### config.mk
export PLATFORM = sky130hd
export DESIGN_NAME = sorted_priority_ready_queue
export DESIGN_NICKNAME = d
export VERILOG_FILES = /design/src/design/sprq_pkg.sv /design/src/design/sprq_datapath.sv /design/src/design/sprq_ctrl.sv /design/src/design/sorted_priority_ready_queue.sv
export SDC_FILE = /design/constraint.sdc
export NUM_CORES = 1
export LEC_CHECK = 0
export ABC_AREA = 1
export BUFFER_PORTS_ARGS = -buffer_cell sky130_fd_sc_hd__buf_2
export CAP_MARGIN = 5
export CELL_PAD_IN_SITES_DETAIL_PLACEMENT = 1
export CELL_PAD_IN_SITES_GLOBAL_PLACEMENT = 2
export CORE_UTILIZATION = 30
export CTS_CLUSTER_DIAMETER = 50
export DETAILED_ROUTE_END_ITERATION = 16
export PLACE_DENSITY_LB_ADDON = 0.1
export SLEW_MARGIN = 20
export SYNTH_ARGS = -nofsm -noshare
export SYNTH_HDL_FRONTEND = slang
export SYNTH_HIERARCHICAL = 1
export SYNTH_SLANG_ARGS = --single-unit
### constraint.sdc
create_clock -name clk -period 3.5 [get_ports clk]
set_input_delay 0.175 -clock clk [delete_from_list [all_inputs] [get_ports clk]]
set_output_delay 0.175 -clock clk [all_outputs]
set_load 0.02 [all_outputs]
### src/design/sprq_pkg.sv
package sprq_pkg;

  // Command codes carried on s_tuser
  typedef enum logic [1:0] {
    CMD_ENQUEUE = 2'd0,
    CMD_DEQUEUE = 2'd1,
    CMD_PURGE   = 2'd2
  } cmd_t;

  // Result status carried on m_tuser
  typedef enum logic [1:0] {
    ST_OK        = 2'd0,
    ST_FULL      = 2'd1,
    ST_EMPTY     = 2'd2,
    ST_NOT_FOUND = 2'd3
  } status_t;

  // Controller -> datapath
  typedef struct packed {
    logic    enq;         // insert the new entry in sorted position
    logic    deq;         // drop the head, shift the row down
    logic    scan_start;  // latch purge id, clear scan pointer
    logic    scan_step;   // examine one cell of the purge scan
    logic    load_now;    // load result register from this cycle's operation
    logic    load_scan;   // load result register at the end of a purge scan
    status_t status;      // status for load_now
  } dp_cmd_t;

  // Datapath -> controller
  typedef struct packed {
    logic full;
    logic empty;
    logic scan_last;  // scan pointer sits on the last valid entry
  } dp_stat_t;

endpackage

### src/design/sprq_datapath.sv
module sprq_datapath #(
  parameter int DEPTH = 16,
  localparam int CW = $clog2(DEPTH + 1),
  localparam int PW = $clog2(DEPTH)
) (
  input  logic                clk,
  input  logic                rst,
  input  sprq_pkg::dp_cmd_t   cmd,
  input  logic [7:0]          in_id,
  input  logic [7:0]          in_prio,
  output sprq_pkg::dp_stat_t  stat,
  output sprq_pkg::status_t   out_status,
  output logic [7:0]          out_id,
  output logic [7:0]          out_prio,
  output logic [CW-1:0]       out_count,
  output logic                out_empty
);
  import sprq_pkg::*;

  // Row of cells, head at index 0
  logic [7:0]    ids [DEPTH];
  logic [7:0]    pri [DEPTH];
  logic [CW-1:0] count;

  // Purge scan state
  logic [PW-1:0] ptr;
  logic          found;
  logic [7:0]    sid;
  logic [7:0]    rid;
  logic [7:0]    rprio;

  logic [DEPTH-1:0] ins;       // cell at or after the insertion point
  logic [DEPTH-1:0] ins_prev;
  logic [7:0]       prv_id  [DEPTH];
  logic [7:0]       prv_pri [DEPTH];
  logic [7:0]       nxt_id  [DEPTH];
  logic [7:0]       nxt_pri [DEPTH];

  logic          hit;
  logic          shift_scan;
  logic [CW-1:0] count_now;
  logic [CW-1:0] count_scan;

  // Sorted row makes "new prio < cell prio" monotonic, so each cell
  // decides locally whether it takes the new item or its lower neighbor.
  always_comb begin
    for (int i = 0; i < DEPTH; i++) begin
      ins[i] = ((CW'(i) < count) && (in_prio < pri[i])) || (CW'(i) == count);
    end
  end

  genvar g;
  generate
    for (g = 0; g < DEPTH; g++) begin : g_nbr
      if (g == 0) begin : g_head
        assign ins_prev[g] = 1'b0;
        assign prv_id[g]   = in_id;
        assign prv_pri[g]  = in_prio;
      end else begin : g_body
        assign ins_prev[g] = ins[g-1];
        assign prv_id[g]   = ids[g-1];
        assign prv_pri[g]  = pri[g-1];
      end
      if (g == DEPTH - 1) begin : g_tail
        assign nxt_id[g]  = ids[g];
        assign nxt_pri[g] = pri[g];
      end else begin : g_mid
        assign nxt_id[g]  = ids[g+1];
        assign nxt_pri[g] = pri[g+1];
      end

      always_ff @(posedge clk) begin
        if (cmd.enq) begin
          if (ins_prev[g]) begin
            ids[g] <= prv_id[g];
            pri[g] <= prv_pri[g];
          end else if (ins[g]) begin
            ids[g] <= in_id;
            pri[g] <= in_prio;
          end
        end else if (cmd.deq || (cmd.scan_step && shift_scan && (ptr == PW'(g)))) begin
          ids[g] <= nxt_id[g];
          pri[g] <= nxt_pri[g];
        end
      end
    end
  endgenerate

  assign hit        = !found && (ids[ptr] == sid);
  assign shift_scan = found || hit;

  always_comb begin
    priority if (cmd.enq) begin
      count_now = count + CW'(1);
    end else if (cmd.deq) begin
      count_now = count - CW'(1);
    end else begin
      count_now = count;
    end
  end

  assign count_scan = shift_scan ? (count - CW'(1)) : count;

  assign stat.full      = (count == CW'(DEPTH));
  assign stat.empty     = (count == '0);
  assign stat.scan_last = ((CW'(ptr) + CW'(1)) == count);

  always_ff @(posedge clk) begin
    if (rst) begin
      count <= '0;
      ptr   <= '0;
      found <= 1'b0;
    end else begin
      if (cmd.enq || cmd.deq) begin
        count <= count_now;
      end else if (cmd.load_scan) begin
        count <= count_scan;
      end
      if (cmd.scan_start) begin
        ptr   <= '0;
        found <= 1'b0;
      end else if (cmd.scan_step) begin
        ptr <= ptr + PW'(1);
        if (hit) begin
          found <= 1'b1;
        end
      end
    end
  end

  always_ff @(posedge clk) begin
    if (cmd.scan_start) begin
      sid <= in_id;
    end
    if (cmd.scan_step && hit) begin
      rid   <= ids[ptr];
      rprio <= pri[ptr];
    end
  end

  // Result register
  always_ff @(posedge clk) begin
    if (cmd.load_now) begin
      out_status <= cmd.status;
      out_id     <= cmd.deq ? ids[0] : 8'd0;
      out_prio   <= cmd.deq ? pri[0] : 8'd0;
      out_count  <= count_now;
      out_empty  <= (count_now == '0);
    end else if (cmd.load_scan) begin
      out_status <= shift_scan ? ST_OK : ST_NOT_FOUND;
      out_id     <= !shift_scan ? 8'd0 : (hit ? ids[ptr] : rid);
      out_prio   <= !shift_scan ? 8'd0 : (hit ? pri[ptr] : rprio);
      out_count  <= count_scan;
      out_empty  <= (count_scan == '0);
    end
  end

  a_count_bound: assert property (@(posedge clk) disable iff (rst)
    count <= CW'(DEPTH))
    else $error("entry count beyond depth");

  a_scan_in_range: assert property (@(posedge clk) disable iff (rst)
    cmd.scan_step |-> (CW'(ptr) < count))
    else $error("purge scan past last entry");

  a_enq_grows: assert property (@(posedge clk) disable iff (rst)
    cmd.enq |=> (count == $past(count) + CW'(1)))
    else $error("enqueue did not grow count");

endmodule

### src/design/sprq_ctrl.sv
module sprq_ctrl (
  input  logic                clk,
  input  logic                rst,
  input  logic                s_tvalid,
  output logic                s_tready,
  input  logic [1:0]          cmd_code,
  output logic                m_tvalid,
  input  logic                m_tready,
  output sprq_pkg::dp_cmd_t   cmd,
  input  sprq_pkg::dp_stat_t  stat
);
  import sprq_pkg::*;

  typedef enum logic [1:0] {
    S_IDLE = 2'b01,
    S_SCAN = 2'b10
  } state_t;

  state_t state;
  state_t state_next;
  logic   accept;

  assign s_tready = (state == S_IDLE) && (!m_tvalid || m_tready);
  assign accept   = s_tvalid && s_tready;

  always_comb begin
    cmd        = '0;
    cmd.status = ST_OK;
    state_next = state;
    unique case (state)
      S_IDLE: begin
        if (accept) begin
          unique case (cmd_code)
            CMD_ENQUEUE: begin
              cmd.load_now = 1'b1;
              if (stat.full) begin
                cmd.status = ST_FULL;
              end else begin
                cmd.enq = 1'b1;
              end
            end
            CMD_DEQUEUE: begin
              cmd.load_now = 1'b1;
              if (stat.empty) begin
                cmd.status = ST_EMPTY;
              end else begin
                cmd.deq = 1'b1;
              end
            end
            CMD_PURGE: begin
              if (stat.empty) begin
                cmd.load_now = 1'b1;
                cmd.status   = ST_NOT_FOUND;
              end else begin
                cmd.scan_start = 1'b1;
                state_next     = S_SCAN;
              end
            end
            default: begin
              // unused code: report current entry count
              cmd.load_now = 1'b1;
            end
          endcase
        end
      end
      S_SCAN: begin
        cmd.scan_step = 1'b1;
        if (stat.scan_last) begin
          cmd.load_scan = 1'b1;
          state_next    = S_IDLE;
        end
      end
      default: begin
        state_next = S_IDLE;
      end
    endcase
  end

  always_ff @(posedge clk) begin
    if (rst) begin
      state    <= S_IDLE;
      m_tvalid <= 1'b0;
    end else begin
      state <= state_next;
      if (cmd.load_now || cmd.load_scan) begin
        m_tvalid <= 1'b1;
      end else if (m_tready) begin
        m_tvalid <= 1'b0;
      end
    end
  end

  a_scan_no_result: assert property (@(posedge clk) disable iff (rst)
    (state == S_SCAN) |-> !m_tvalid)
    else $error("result pending during purge scan");

  a_single_load: assert property (@(posedge clk) disable iff (rst)
    !(cmd.load_now && cmd.load_scan) && !(cmd.enq && cmd.deq))
    else $error("conflicting datapath commands");

  a_scan_start_enters: assert property (@(posedge clk) disable iff (rst)
    cmd.scan_start |=> (state == S_SCAN))
    else $error("purge start without scan");

endmodule

### src/design/sorted_priority_ready_queue.sv
// Channel   Dir  Handshake          Payload
// s_        in   s_tvalid/s_tready  s_tuser: command; s_tdata: proc_id, priority_req
// m_        out  m_tvalid/m_tready  m_tuser: status;  m_tdata: id, prio, count, empty
//
// Enqueue, dequeue and unused codes: result registered at the accept edge.
// Insertion uses per-cell compares and a one-step shift.
// Purge of a non-empty queue: an accept step, then one scan step per stored entry
// (a pointer walks the row from the head); the result loads at the last entry.
// A new transaction is taken when no scan runs and the result register is free
// or being drained the same cycle.
// Synchronous active-high reset empties the queue and drops any pending result.
module sorted_priority_ready_queue #(
  parameter int DEPTH = 16,
  localparam int CW  = $clog2(DEPTH + 1),
  localparam int ODW = ((17 + CW + 7) / 8) * 8
) (
  input  logic           clk,
  input  logic           rst,
  input  logic           s_tvalid,
  output logic           s_tready,
  input  logic [15:0]    s_tdata,   // [7:0] proc_id, [15:8] priority_req
  input  logic [1:0]     s_tuser,   // [1:0] command
  output logic           m_tvalid,
  input  logic           m_tready,
  // [7:0] out_proc_id, [15:8] out_priority, [CW+15:16] entry_count,
  // [CW+16] is_empty, zero fill above
  output logic [ODW-1:0] m_tdata,
  output logic [1:0]     m_tuser    // [1:0] status
);
  import sprq_pkg::*;

  dp_cmd_t       cmd;
  dp_stat_t      stat;
  status_t       out_status;
  logic [7:0]    out_id;
  logic [7:0]    out_prio;
  logic [CW-1:0] out_count;
  logic          out_empty;

  sprq_ctrl u_ctrl (
    .clk      (clk),
    .rst      (rst),
    .s_tvalid (s_tvalid),
    .s_tready (s_tready),
    .cmd_code (s_tuser),
    .m_tvalid (m_tvalid),
    .m_tready (m_tready),
    .cmd      (cmd),
    .stat     (stat)
  );

  sprq_datapath #(
    .DEPTH (DEPTH)
  ) u_dp (
    .clk        (clk),
    .rst        (rst),
    .cmd        (cmd),
    .in_id      (s_tdata[7:0]),
    .in_prio    (s_tdata[15:8]),
    .stat       (stat),
    .out_status (out_status),
    .out_id     (out_id),
    .out_prio   (out_prio),
    .out_count  (out_count),
    .out_empty  (out_empty)
  );

  assign m_tuser = out_status;
  assign m_tdata = ODW'({out_empty, out_count, out_prio, out_id});

endmodule

Word-level counts from Yosys, hierarchy flattened
Memories as Yosys holds them, arrays and structs flattened. A register that Yosys moved wholly into a read port is not among the register bits.
Index checks and enable logic that the tools add are counted.

cells by class
  muxes and demuxes = 253
  $lt $le $gt $ge = 32
  equality and inequality tests = 41
  $add $sub $neg = 4
  reduce and logical (&&, ||, !) cells = 86
  bitwise gates (word level) = 62

operators by type and width
  kind                                                       count
  2-to-1 mux 8 bit                                           72
  2-to-1 mux 1 bit                                           156
  less-than comparator 8 bit                                 16
  OR 1 bit                                                   62
  == test 4 x 5 -> 1 bit, first input constant               8
  less-than comparator 4 x 5 -> 1 bit, first input constant  8
  logical AND 1 bit                                          37
  logical OR 1 bit                                           36
  == test 4 bit, second input constant                       8
  2-to-1 mux 5 bit                                           6
  2-to-1 mux 2 bit                                           11
  == test 3 x 5 -> 1 bit, first input constant               4
  less-than comparator 3 x 5 -> 1 bit, first input constant  4
  == test 4 x 3 -> 1 bit, second input constant              4
  2-to-1 mux 4 bit                                           4
  logical NOT 5 bit                                          3
  == test 2 x 5 -> 1 bit, first input constant               2
  less-than comparator 1 x 5 -> 1 bit, first input constant  2
  less-than comparator 2 x 5 -> 1 bit, first input constant  2
  == test 4 x 2 -> 1 bit, second input constant              2
  == test 8 bit                                              1
  2-to-1 mux 3 bit                                           2
  inequality test 2 bit, second input constant               3
  case mux 2 bit (3 select lines)                            1
  other kinds (19)                                           24

word-level totals
  memories = 2
  register bits after elaboration = 61
  output and inout bits = 28
  input port bits = 22
  memory bits (writable) = 256

memory list
  memory    words  bits a word  rd ports  clocked after Yosys merged registers in  wr ports  line                 text
  u_dp.ids  16     8            17        1                                        16        sprq_datapath.sv:21  logic [7:0] ids [DEPTH];
  u_dp.pri  16     8            17        1                                        16        sprq_datapath.sv:22  logic [7:0] pri [DEPTH];

Logic depth before layout (Yosys ltp)
Gate-level depths: netlist (run 1).

  word-level depth = 11
  mapped depth = 24
  depth with buffers taken out = 20

Modules after synthesis
Netlist (run 1), hierarchy kept.

modules (own cells, without submodules)
  module                       cells each  instances  seq. area each (sq um)  area an instance (sq um)
  sprq_datapath                3,053       1          9,409.0                 22,222.6
  sprq_ctrl                    42          1          60.1                    252.7
  sorted_priority_ready_queue  4           1          0.0                     26.3

Worst setup path before layout (run 1)
No wires, ideal clock.

  path type = reg-to-reg
  start = register u_dp.count[0]
  end = memory u_dp.ids[1][0], enable pin
  cell stages (with the launch flop) = 15
  setup time = 0.451 ns
  path slack = -0.041 ns
  arrival time = 3.089 ns
  buffers on the path = 3
  path through = dfxtp_1 -> inv_1 -> clkbuf_1 -> ha_1 -> nand2_1 -> nor2_1 -> inv_1 -> nand2_1 -> nor2_1 -> inv_1 -> nor2_1 -> inv_1 -> clkbuf_1 -> buf_1 -> nand4_1

RTL lines
  item                    line                  text
  start, declared         sprq_datapath.sv:23   logic [CW-1:0] count;
  start signal, assigned  sprq_datapath.sv:115  count <= count_now;
  start signal, assigned  sprq_datapath.sv:117  count <= count_scan;
  end, declared           sprq_datapath.sv:21

==> results.json, run 1 <==
{
  "crit_type": "reg -> reg",
  "ios": 50,
  "drive_gt1_frac": 0.1085,
  "vias_per_cell": 5.073,
  "timing.rr.end": "u_dp/pri[8][6]",
  "final_nets": 3347,
  "place_congestion": 0.9024,
  "wirelength_microns": 92790,
  "synth_area_sq_um": 22500,
  "post-route-period-util": 0.9388,
  "synth_enable_flop_cells": 304,
  "syn_area_per_cell_sq_um": 7.261,
  "cts.htree.levels": 3,
  "critPathArrivalTime_ps": 3740,
  "start_util": 0.3028,
  "synth_ff_type": "edfxtp_1",
  "max_freq_mhz": 304.3,
  "top_layer": "met4",
  "antenna_left": 0,
  "dpl.hpwl_microns": 71780,
  "period_minus_slack_ps": 3286,
  "leakagePower_nw": 12.32,
  "cts-root-buf": "clkbuf_16",
  "hold_viol": 0,
  "max_slew_margin": 0.4632,
  "crit_path_max_incr_delay_ps": 360,
  "status": "complete, no violations",
  "grt_usage": 0.2467,
  "area_delta_synth_final_pct": 21.20,
  "tightestPinTransition_ps": 799.0,
  "startpoint_type": "flip-flop",
  "utilization": 0.3669,
  "numCtsBuffers": 75,
  "cap_viol_max_count": 0,
  "grt_overflow_total": 0,
  "ys_types": 47,
  "wire_per_inst_microns": 21.92,
  "port_buffers": 47,
  "crit_path_end_kind": "flip-flop",
  "setup_tns_ps": 0,
  "rsz0062_at_grt": "false",
  "core_sq_um": 74320,
  "final_common_cell": "nand2_1",
  "antenna_found_initial": 1,
  "worstPathCellList": "clkinv_2 -> buf_12 -> nand2_1 -> nand3_1 -> nand3_1 -> nand3_1 -> nand2_2 -> nand2_1 -> nand2_1 -> nand2_1 -> nor2_1 -> nand2_2 -> nand2_4 -> buf_4 -> nand3_2 -> buf_4 -> nand2_1 -> buf_12 -> nand2_1 -> nand2_1 -> nand2_1 -> nand2_1",
  "grt_pass1_wl_microns": 141000,
  "finalMaxSlewViolations": 0,
  "vias": 21480,
  "irDropWorstVdd_mv": 0.3243,
  "routed-wl-met3_microns": 3351,
  "cts_buffer_depth": 3,
  "whs_ps": 40.84,
  "cts_sinks": 321,
  "core.rowCount": 100,
  "finalClockSkew_ps": 32.72,
  "critPathTopFamily": "simple AND/OR/NAND/NOR gates",
  "grt_pass1_vias": 22310,
  "die_area_sq_um": 76100,
  "netlist_top_cells_area": "edfxtp_1 41%, nand2_1 21%, o21ai_0 8.4%",
  "clk_pin_slew_ps": 50,
  "fillers": 9123,
  "path_depth": 22,
  "powerDensity_nw_per_um2": 470.4,
  "async_flop_share": 0,
  "postSynthCellCount": 3099,
  "placed_cell_area_sq_um": 24700,
  "dr.first_iter.drc_count": 1452,
  "drt-met1-wl_microns": 44740,
  "ys_seq_area_frac": 0.4208,
  "grt_max_degree": 60,
  "clock_latency_ps": 620,
  "cts_tree": "built",
  "drtPass1Iterations": 5,
  "worst_ep_required_time_ps": 3950,
  "yosysTopAreaCell": "edfxtp_1",
  "drc": 0,
  "yosysWarnings": 6,
  "die_width_microns": 275.9,
  "wl_met2_microns": 42890,
  "synth_top_area_frac": 0.4057,
  "cp_max_fo": 59,
  "regToRegSetupSlack_ps": 210,
  "setup-violations-final": 0,
  "reg2reg_depth": 22,
  "critical_path_buf_inv_count": 5,
  "critical_path.endpoint": "u_dp/pri[8][6]",
  "hold_class": "in -> reg",
  "cpMostUsedCell": "nand2_1",
  "ys_ff_latch": 321,
  "die_height_microns": 275.9,
  "most-common-layout-cells": "1,264 x nand2_1, 379 x o21ai_0, 304 x edfxtp_1",
  "slowest_stage": "dfxtp_4",
  "fin_area_sq_um": 27270
}
## Yosys cell counts, types with 9 or more instances
library cell  count
nand4_1          15
clkbuf_1         92
dfxtp_1          17
nand2_1        1264
nand3_1         211
ha_1            121
o21ai_0         379
a22oi_1           9
buf_1            17
nor2_1           63
buf_4            22
edfxtp_1        304
buf_2            31
inv_1           296
a21oi_1         132
o22ai_1          17
o211ai_1         13
## worst register-to-register path, stage by stage (launching register included)
cell	delay, ps
dfxtp_4	360
clkinv_2	210
buf_12	280
nand2_1	130
nand3_1	80
nand3_1	150
nand3_1	170
nand2_2	130
nand2_1	50
nand2_1	70
nand2_1	50
nor2_1	130
nand2_2	150
nand2_4	110
buf_4	170
nand3_2	130
buf_4	250
nand2_1	120
buf_12	150
nand2_1	60
nand2_1	70
nand2_1	60
nand2_1	70
## sequential cells by signal, summed over array words and instances, names as in the netlist, 2 cells and up, named ones only
signal / flops
u_dp/ids: 128
u_dp/out_prio: 8
u_ctrl/state: 2
u_dp/sid: 8
u_dp/rid: 8
u_dp/ptr: 4
u_dp/out_id: 8
u_dp/out_count: 5
u_dp/pri: 128
u_dp/out_status: 2
u_dp/count: 5
u_dp/rprio: 8
## layout make-up
type	count	area, sq um	share of cell area
clock inverter	52	540.5	0.01982
antenna	1	2.502	0.00009176
inverter	307	1156	0.04239
multi-input combinational	2302	11100	0.4070
sequential	321	9474	0.3474
timing repair buffer	197	1842	0.06754
clock buffer	85	1946	0.07134
tap	969	1212	0.04446
## timing repair
item,CTS,global route
setup buffers,0,0
hold endpoints to repair,7,0
hold buffers,7,0
resized for setup,0,5
setup endpoints to repair,0,14
## kinds of logic after synthesis
kind of cell	share of synthesized area
AND/OR/NAND/NOR	0.2841
AO/OA/AOI/OAI	0.1384
buffers and inverters	0.08763
flip-flops	0.4208
adder cells (fa/ha/maj)	0.06728
XOR/XNOR	0.001557
other	0.0001667
## how the worst min path moves through the flow
stage	startpoint	endpoint	slack (ps)	cells after the start
after floorplan	rst	u_ctrl/state[1]	240	1
final	s_tdata[4]	u_dp/sid[4]	40	1
after CTS	s_tdata[0]	u_dp/sid[0]	2	1
after detailed placement	rst	u_ctrl/state[1]	500	2
after global routing	s_tdata[0]	u_dp/sid[0]	8	1
after global placement	rst	u_ctrl/state[1]	490	2
## report_power, final
group          internal, mW  switching, mW  total, mW
clock network          4.59           2.47       7.06
logic                 0.407          0.879       1.29
registers              4.39         0.0927       4.48
total                  9.39           3.44       12.8
## metrics by stage
stage	setup WS [ps]	instances	power (mW)
after floorplan	5.563	3100	5.247
after global placement	89.70	4089	5.807
after detailed placement	53.36	4089	5.834
after CTS	52.45	4233	13.00
after global routing	20.59	4233	13.30
final	214.2	4234	12.83
## routing by layer
layer | track usage | up-vias
li1 | - | 10470
met1 | 0.3397 | 10510
met3 | 0.03167 | 110
met2 | 0.4093 | 387
met4 | 0.05596 | 0
met5 | 0 | -
Note: power is estimated with default switching activity, not from simulation.
==> run 2, diff against run 1 <==
CTS_BUF_LIST = sky130_fd_sc_hd__clkbuf_4   (was not set)
==> run 2 against run 1 <==
Effect of this change: clock skew is 53 ps higher; sequential power is essentially flat; wire length is 0.34% lower; global-route usage barely moved; non-clock buffer count is 18 higher; sequential share of layout area is 1.3 points higher; first-iteration DRC count decreased by 0.14%; setup slack worse by 12 ps; via count is 1.0% higher; maximum frequency decreased by 0.35%; design area fell by 3.6%; critical path type unchanged; largest power group is now registers; highest routed layer unchanged.
==> results.json, run 2 (same netlist as run 1, synthesis figures left out) <==
{
  "intPower_mw": 6.869,
  "most-common-layout-cells": "1,263 x nand2_1, 379 x o21ai_0, 304 x edfxtp_1",
  "setup_slack_ps": 202.5,
  "grt_overflow_total": 0,
  "slowest_stage": "dlygate4sd3_1",
  "max_slew_margin": 0.5211,
  "top_regs": "u_dp/ids (128), u_dp/pri (128)",
  "reg2reg_depth": 11,
  "cp_max_fo": 24,
  "grt_pass1_vias": 22630,
  "drt-met1-wl_microns": 43870,
  "power_switching_share": 0.2980,
  "powerDensity_nw_per_um2": 372.0,
  "cts_tree": "built",
  "cts-root-buf": "clkbuf_4",
  "crit_path_max_incr_delay_ps": 590,
  "core.rowCount": 100,
  "final_common_cell": "nand2_1",
  "worst_ep_required_time_ps": 4110,
  "area_delta_synth_final_pct": 16.89,
  "die_area_sq_um": 76100,
  "startpoint_type": "flip-flop",
  "whs_path_depth": 5,
  "top_layer": "met4",
  "antenna_found_initial": 3,
  "wl_met2_microns": 41960,
  "pre_cts_slack_ps": 53.36,
  "vias_per_cell": 5.043,
  "cts_sinks": 321,
  "max_freq_mhz": 303.3,
  "fillers": 9284,
  "ios": 50,
  "die_height_microns": 275.9,
  "grt_max_degree": 60,
  "cts_buffer_depth": 3,
  "utilization": 0.3539,
  "tightestPinTransition_ps": 712.9,
  "hold_class": "in -> reg",
  "place_congestion": 0.9024,
  "die_width_microns": 275.9,
  "worstPathCellList": "inv_1 -> nand2_1 -> nor2_2 -> inv_1 -> nand3_1 -> nand3_2 -> dlygate4sd3_1 -> inv_1 -> clkinvlp_4 -> nand2_1 -> buf_12",
  "irDropWorstVdd_mv": 0.1847,
  "wire_per_inst_microns": 21.49,
  "clock_latency_ps": 920,
  "port_buffers": 47,
  "p_sw_mw": 2.916,
  "rsz0062_at_grt": "false",
  "start_util": 0.3028,
  "drive_gt1_frac": 0.1223,
  "setup_tns_ps": 0,
  "grt_usage": 0.2464,
  "status": "complete, no violations",
  "cpMostUsedCell": "inv_1",
  "grt_pass1_wl_microns": 140800,
  "power_frac_comb": 0.133,
  "dr.first_iter.drc_count": 1450,
  "finalClockSkew_ps": 86.15,
  "crit_path_end_kind": "flip-flop",
  "clk_pin_slew_ps": 70,
  "antenna_left": 0,
  "core_sq_um": 74320,
  "wirelength_microns": 92480,
  "setup-violations-final": 0,
  "final_nets": 3397,
  "leakagePower_nw": 12.00,
  "cap_viol_max_count": 0,
  "hold_viol": 0,
  "clkPwrFrac": 0.410,
  "dpl.hpwl_microns": 71780,
  "finalMaxSlewViolations": 0,
  "routed-wl-met3_microns": 4174,
  "cts.htree.levels": 3,
  "crit_type": "reg -> reg",
  "vias": 21700,
  "drc": 0,
  "critPathArrivalTime_ps": 3910,
  "post-route-period-util": 0.9421,
  "power_frac_seq": 0.457,
  "numCtsBuffers": 107,
  "drtPass1Iterations": 5,
  "period_minus_slack_ps": 3297
}
run 2: power by group through the flow:
| stage | clock network [mW] | registers (mW) | logic [mW] |
|---|---|---|---|
| after floorplan | 0 | 4.54 | 0.703 |
| after global placement | 0 | 4.55 | 1.26 |
| after detailed placement | 0 | 4.55 | 1.28 |
| after CTS | 4.21 | 4.47 | 1.31 |
| after global routing | 4.37 | 4.48 | 1.46 |
| final | 4.01 | 4.47 | 1.30 |
run 2: area by class of cell:
cell class	instances	area (sq um)	area share
Multi-Input combinational cell	2302	11100	0.4220
Sequential cell	321	9474	0.3602
Timing Repair Buffer	215	2022	0.07687
Tap cell	969	1212	0.04609
Clock buffer	160	1201	0.04567
Inverter	307	1160	0.04410
Clock inverter	23	117.6	0.004472
Antenna cell	6	15.01	0.0005708
run 2: worst paths after layout:
check / to / startpoint / slack [ps]
worst max register to register: u_dp/out_id[2] / u_dp/count[4] / 200
worst max-delay path: u_dp/out_id[2] / u_dp/count[4] / 200
worst min register to register: u_dp/ids[3][7] / u_dp/ids[4][7] / 520
worst min-delay path: u_dp/pri[5][6] / s_tdata[14] / 100
run 2: routing by layer:
metal,up-vias,GRT usage
met5,-,0
met4,0,0.07186
met3,146,0.04254
met2,445,0.4006
met1,10480,0.3332
li1,10620,-
run 2: timing repair:
action                                 CTS  global route
hold buffers                            25             0
setup endpoints to repair                2            55
gates resized for setup                  1             6
gates cloned                             0             0
endpoints found under the hold margin  126             0
setup buffers                            0             0
run 2: critical path: cells and delay by family, from the launching register on:
| family | cells | cell delay, ps |
|---|---|---|
| buffers and inverters | 6 | 1740 |
| DFF | 1 | 310 |
| and+or+nand+nor | 5 | 920 |
run 2: per-stage QoR:
| step | cells | cell area (sq um) | power (mW) | hold WS [ps] |
|---|---|---|---|---|
| floorplan | 3100 | 22510 | 5.247 | 237.4 |
| global placement | 4089 | 24700 | 5.807 | 488.5 |
| detailed placement | 4089 | 24700 | 5.834 | 500.0 |
| CTS | 4297 | 26270 | 9.992 | 1.480 |
| global route | 4302 | 26300 | 10.31 | 58.40 |
| finish | 4303 | 26300 | 9.786 | 101.9 |
==> run 3, diff against run 2 <==
CORE_ASPECT_RATIO = 1.2   (was not set)
SKIP_CTS_REPAIR_TIMING = 1   (was not set)
==> run 3 against run 2 <==
Effect of this change: clock skew fell by 3.7 ps; critical path depth rose by 11; setup slack got worse by 1.2 ps; first-iteration DRC count fell by 7.7%; clock power fell by 7.0%; maximum frequency barely moved; non-clock buffer count fell by 7; largest power group unchanged; utilization rose by 0.091 points.
==> results.json, run 3 (same netlist as run 1, synthesis figures left out) <==
{
  "final_common_cell": "nand2_1",
  "setup-violations-final": 0,
  "wirelength_microns": 101000,
  "grt_max_degree": 70,
  "whs_ps": 12.60,
  "cts.htree.levels": 3,
  "whs_path_depth": 6,
  "utilization": 0.3548,
  "cap_viol_max_count": 0,
  "max_slew_margin": 0.5180,
  "numCtsBuffers": 100,
  "fin_cells": 4311,
  "antenna_found_initial": 2,
  "die_height_microns": 302.0,
  "grt_overflow_total": 0,
  "finalMaxSlewViolations": 0,
  "cts-root-buf": "clkbuf_4",
  "cts_tree": "built",
  "vias": 21930,
  "worst_ep_required_time_ps": 4120,
  "drtPass1Iterations": 5,
  "setup_tns_ps": 0,
  "ios": 50,
  "core.rowCount": 109,
  "wire_per_inst_microns": 23.43,
  "vias_per_cell": 5.086,
  "reg2reg_depth": 22,
  "antenna_left": 0,
  "crit_type": "reg -> reg",
  "dr.first_iter.drc_count": 1339,
  "place_congestion": 0.8724,
  "cp_max_fo": 64,
  "numPlacedInstances": 4122,
  "leakagePower_nw": 11.92,
  "core_sq_um": 73920,
  "drive_gt1_frac": 0.1163,
  "startpoint_type": "flip-flop",
  "irDropWorstVdd_mv": 0.1875,
  "dpl.hpwl_microns": 76460,
  "status": "complete, no violations",
  "finalClockSkew_ps": 82.42,
  "cts_buffer_depth": 3,
  "grt_pass1_wl_microns": 149900,
  "clk_pin_slew_ps": 70,
  "hold_viol": 0,
  "grt_usage": 0.2669,
  "clock_latency_ps": 920,
  "critPathArrivalTime_ps": 3920,
  "regToRegSetupSlack_ps": 200,
  "period_minus_slack_ps": 3299,
  "holdPathEnd": "u_dp/pri[11][0]",
  "most-common-layout-cells": "1,263 x nand2_1, 378 x o21ai_0, 304 x edfxtp_1",
  "start_util": 0.3044,
  "tightestPinTransition_ps": 716.8,
  "drc": 0,
  "post-route-period-util": 0.9425,
  "grt_pass1_vias": 22970,
  "rsz0062_at_grt": "false",
  "port_buffers": 47,
  "cts_sinks": 321,
  "die_area_sq_um": 76110,
  "hold_class": "in -> reg",
  "final_nets": 3383,
  "crit_path_end_kind": "flip-flop",
  "hp-start": "s_tdata[8]",
  "top_regs": "u_dp/ids (128), u_dp/pri (128)",
  "die_width_microns": 252.0,
  "timing.rr.end": "u_dp/ids[8][0]",
  "powerDensity_nw_per_um2": 365.0,
  "max_freq_mhz": 303.2,
  "area_delta_synth_final_pct": 16.56
}
-- run 3: changes by cell type in the layout (fill, tap and decap cells not counted), moves of 2 or more --
| cell | change |
|---|---|
| nor2_2 | -3 |
| buf_4 | -6 |
| diode_2 | -4 |
| clkinv_1 | +10 |
| dlygate4sd3_1 | -10 |
| clkbuf_4 | -19 |
| nor2_1 | +3 |
| inv_2 | +2 |
| inv_6 | -3 |
| buf_12 | +8 |
-- run 3: report_power, final --
part	leakage (nW)	internal (mW)	switching, mW
logic	8.31	0.426	0.941
registers	2.91	4.38	0.0924
clock network	0.703	1.84	1.90
total	11.9	6.64	2.93
-- run 3: how the worst max path moves through the flow --
stage	slack (ps)	to	start
2_1_floorplan	6	u_dp/ids[1][0]	u_dp/count[1]
3_3_place_gp	250	u_dp/pri[14][1]	flip-flop
3_5_place_dp	240	u_dp/pri[14][2]	flip-flop
4_1_cts	150	u_dp/pri[14][2]	flip-flop
5_1_grt	30	u_dp/out_empty	flip-flop
6_report	200	u_dp/ids[8][0]	flip-flop
-- run 3: layout make-up --
| cell class | count | area, sq um |
|---|---|---|
| Antenna cell | 2 | 5.005 |
| Clock buffer | 141 | 1059 |
| Inverter | 307 | 1154 |
| Fill cell | 9303 | 47690 |
| Clock inverter | 31 | 133.9 |
| Timing Repair Buffer | 208 | 2064 |
| Multi-Input combinational cell | 2302 | 11090 |
| Tap cell | 999 | 1250 |
| Sequential cell | 321 | 9474 |
-- run 3: worst max-delay path, stage by stage (launching register included) --
cell      delay, ps
dfxtp_4         370
clkinv_2        100
buf_16          260
nand2_1         160
nand3_1         110
nand3_1         100
nand3_1         200
nand2_1         100
nand2_1          70
nand2_1          50
nand2_1          90
nor2_2           50
nand2_2         180
nand2_4          80
buf_4           160
nand3_2         100
buf_4           240
nand2_1         120
buf_12          170
nand2_1          70
nand2_1          50
nand2_1          60
nand2_1          50
-- run 3: per-layer routing --
layer	global-route usage	up-vias	wire length, microns
met3	0.02736	165	3327
li1	-	10560	-
met4	0.1186	0	3762
met2	0.4686	432	49980
met5	0	-	0
met1	0.3301	10770	43960
-- run 3: metrics by stage --
step                      total power [mW]  setup slack, ps  cell area (sq um)
after floorplan                      5.247            5.563              22510
after global placement               5.874            254.9              24870
after detailed placement             5.904            237.4              24870
after CTS                            9.718            150.0              26060
after global routing                 10.03            26.00              26230
final                                9.572            201.3              26230
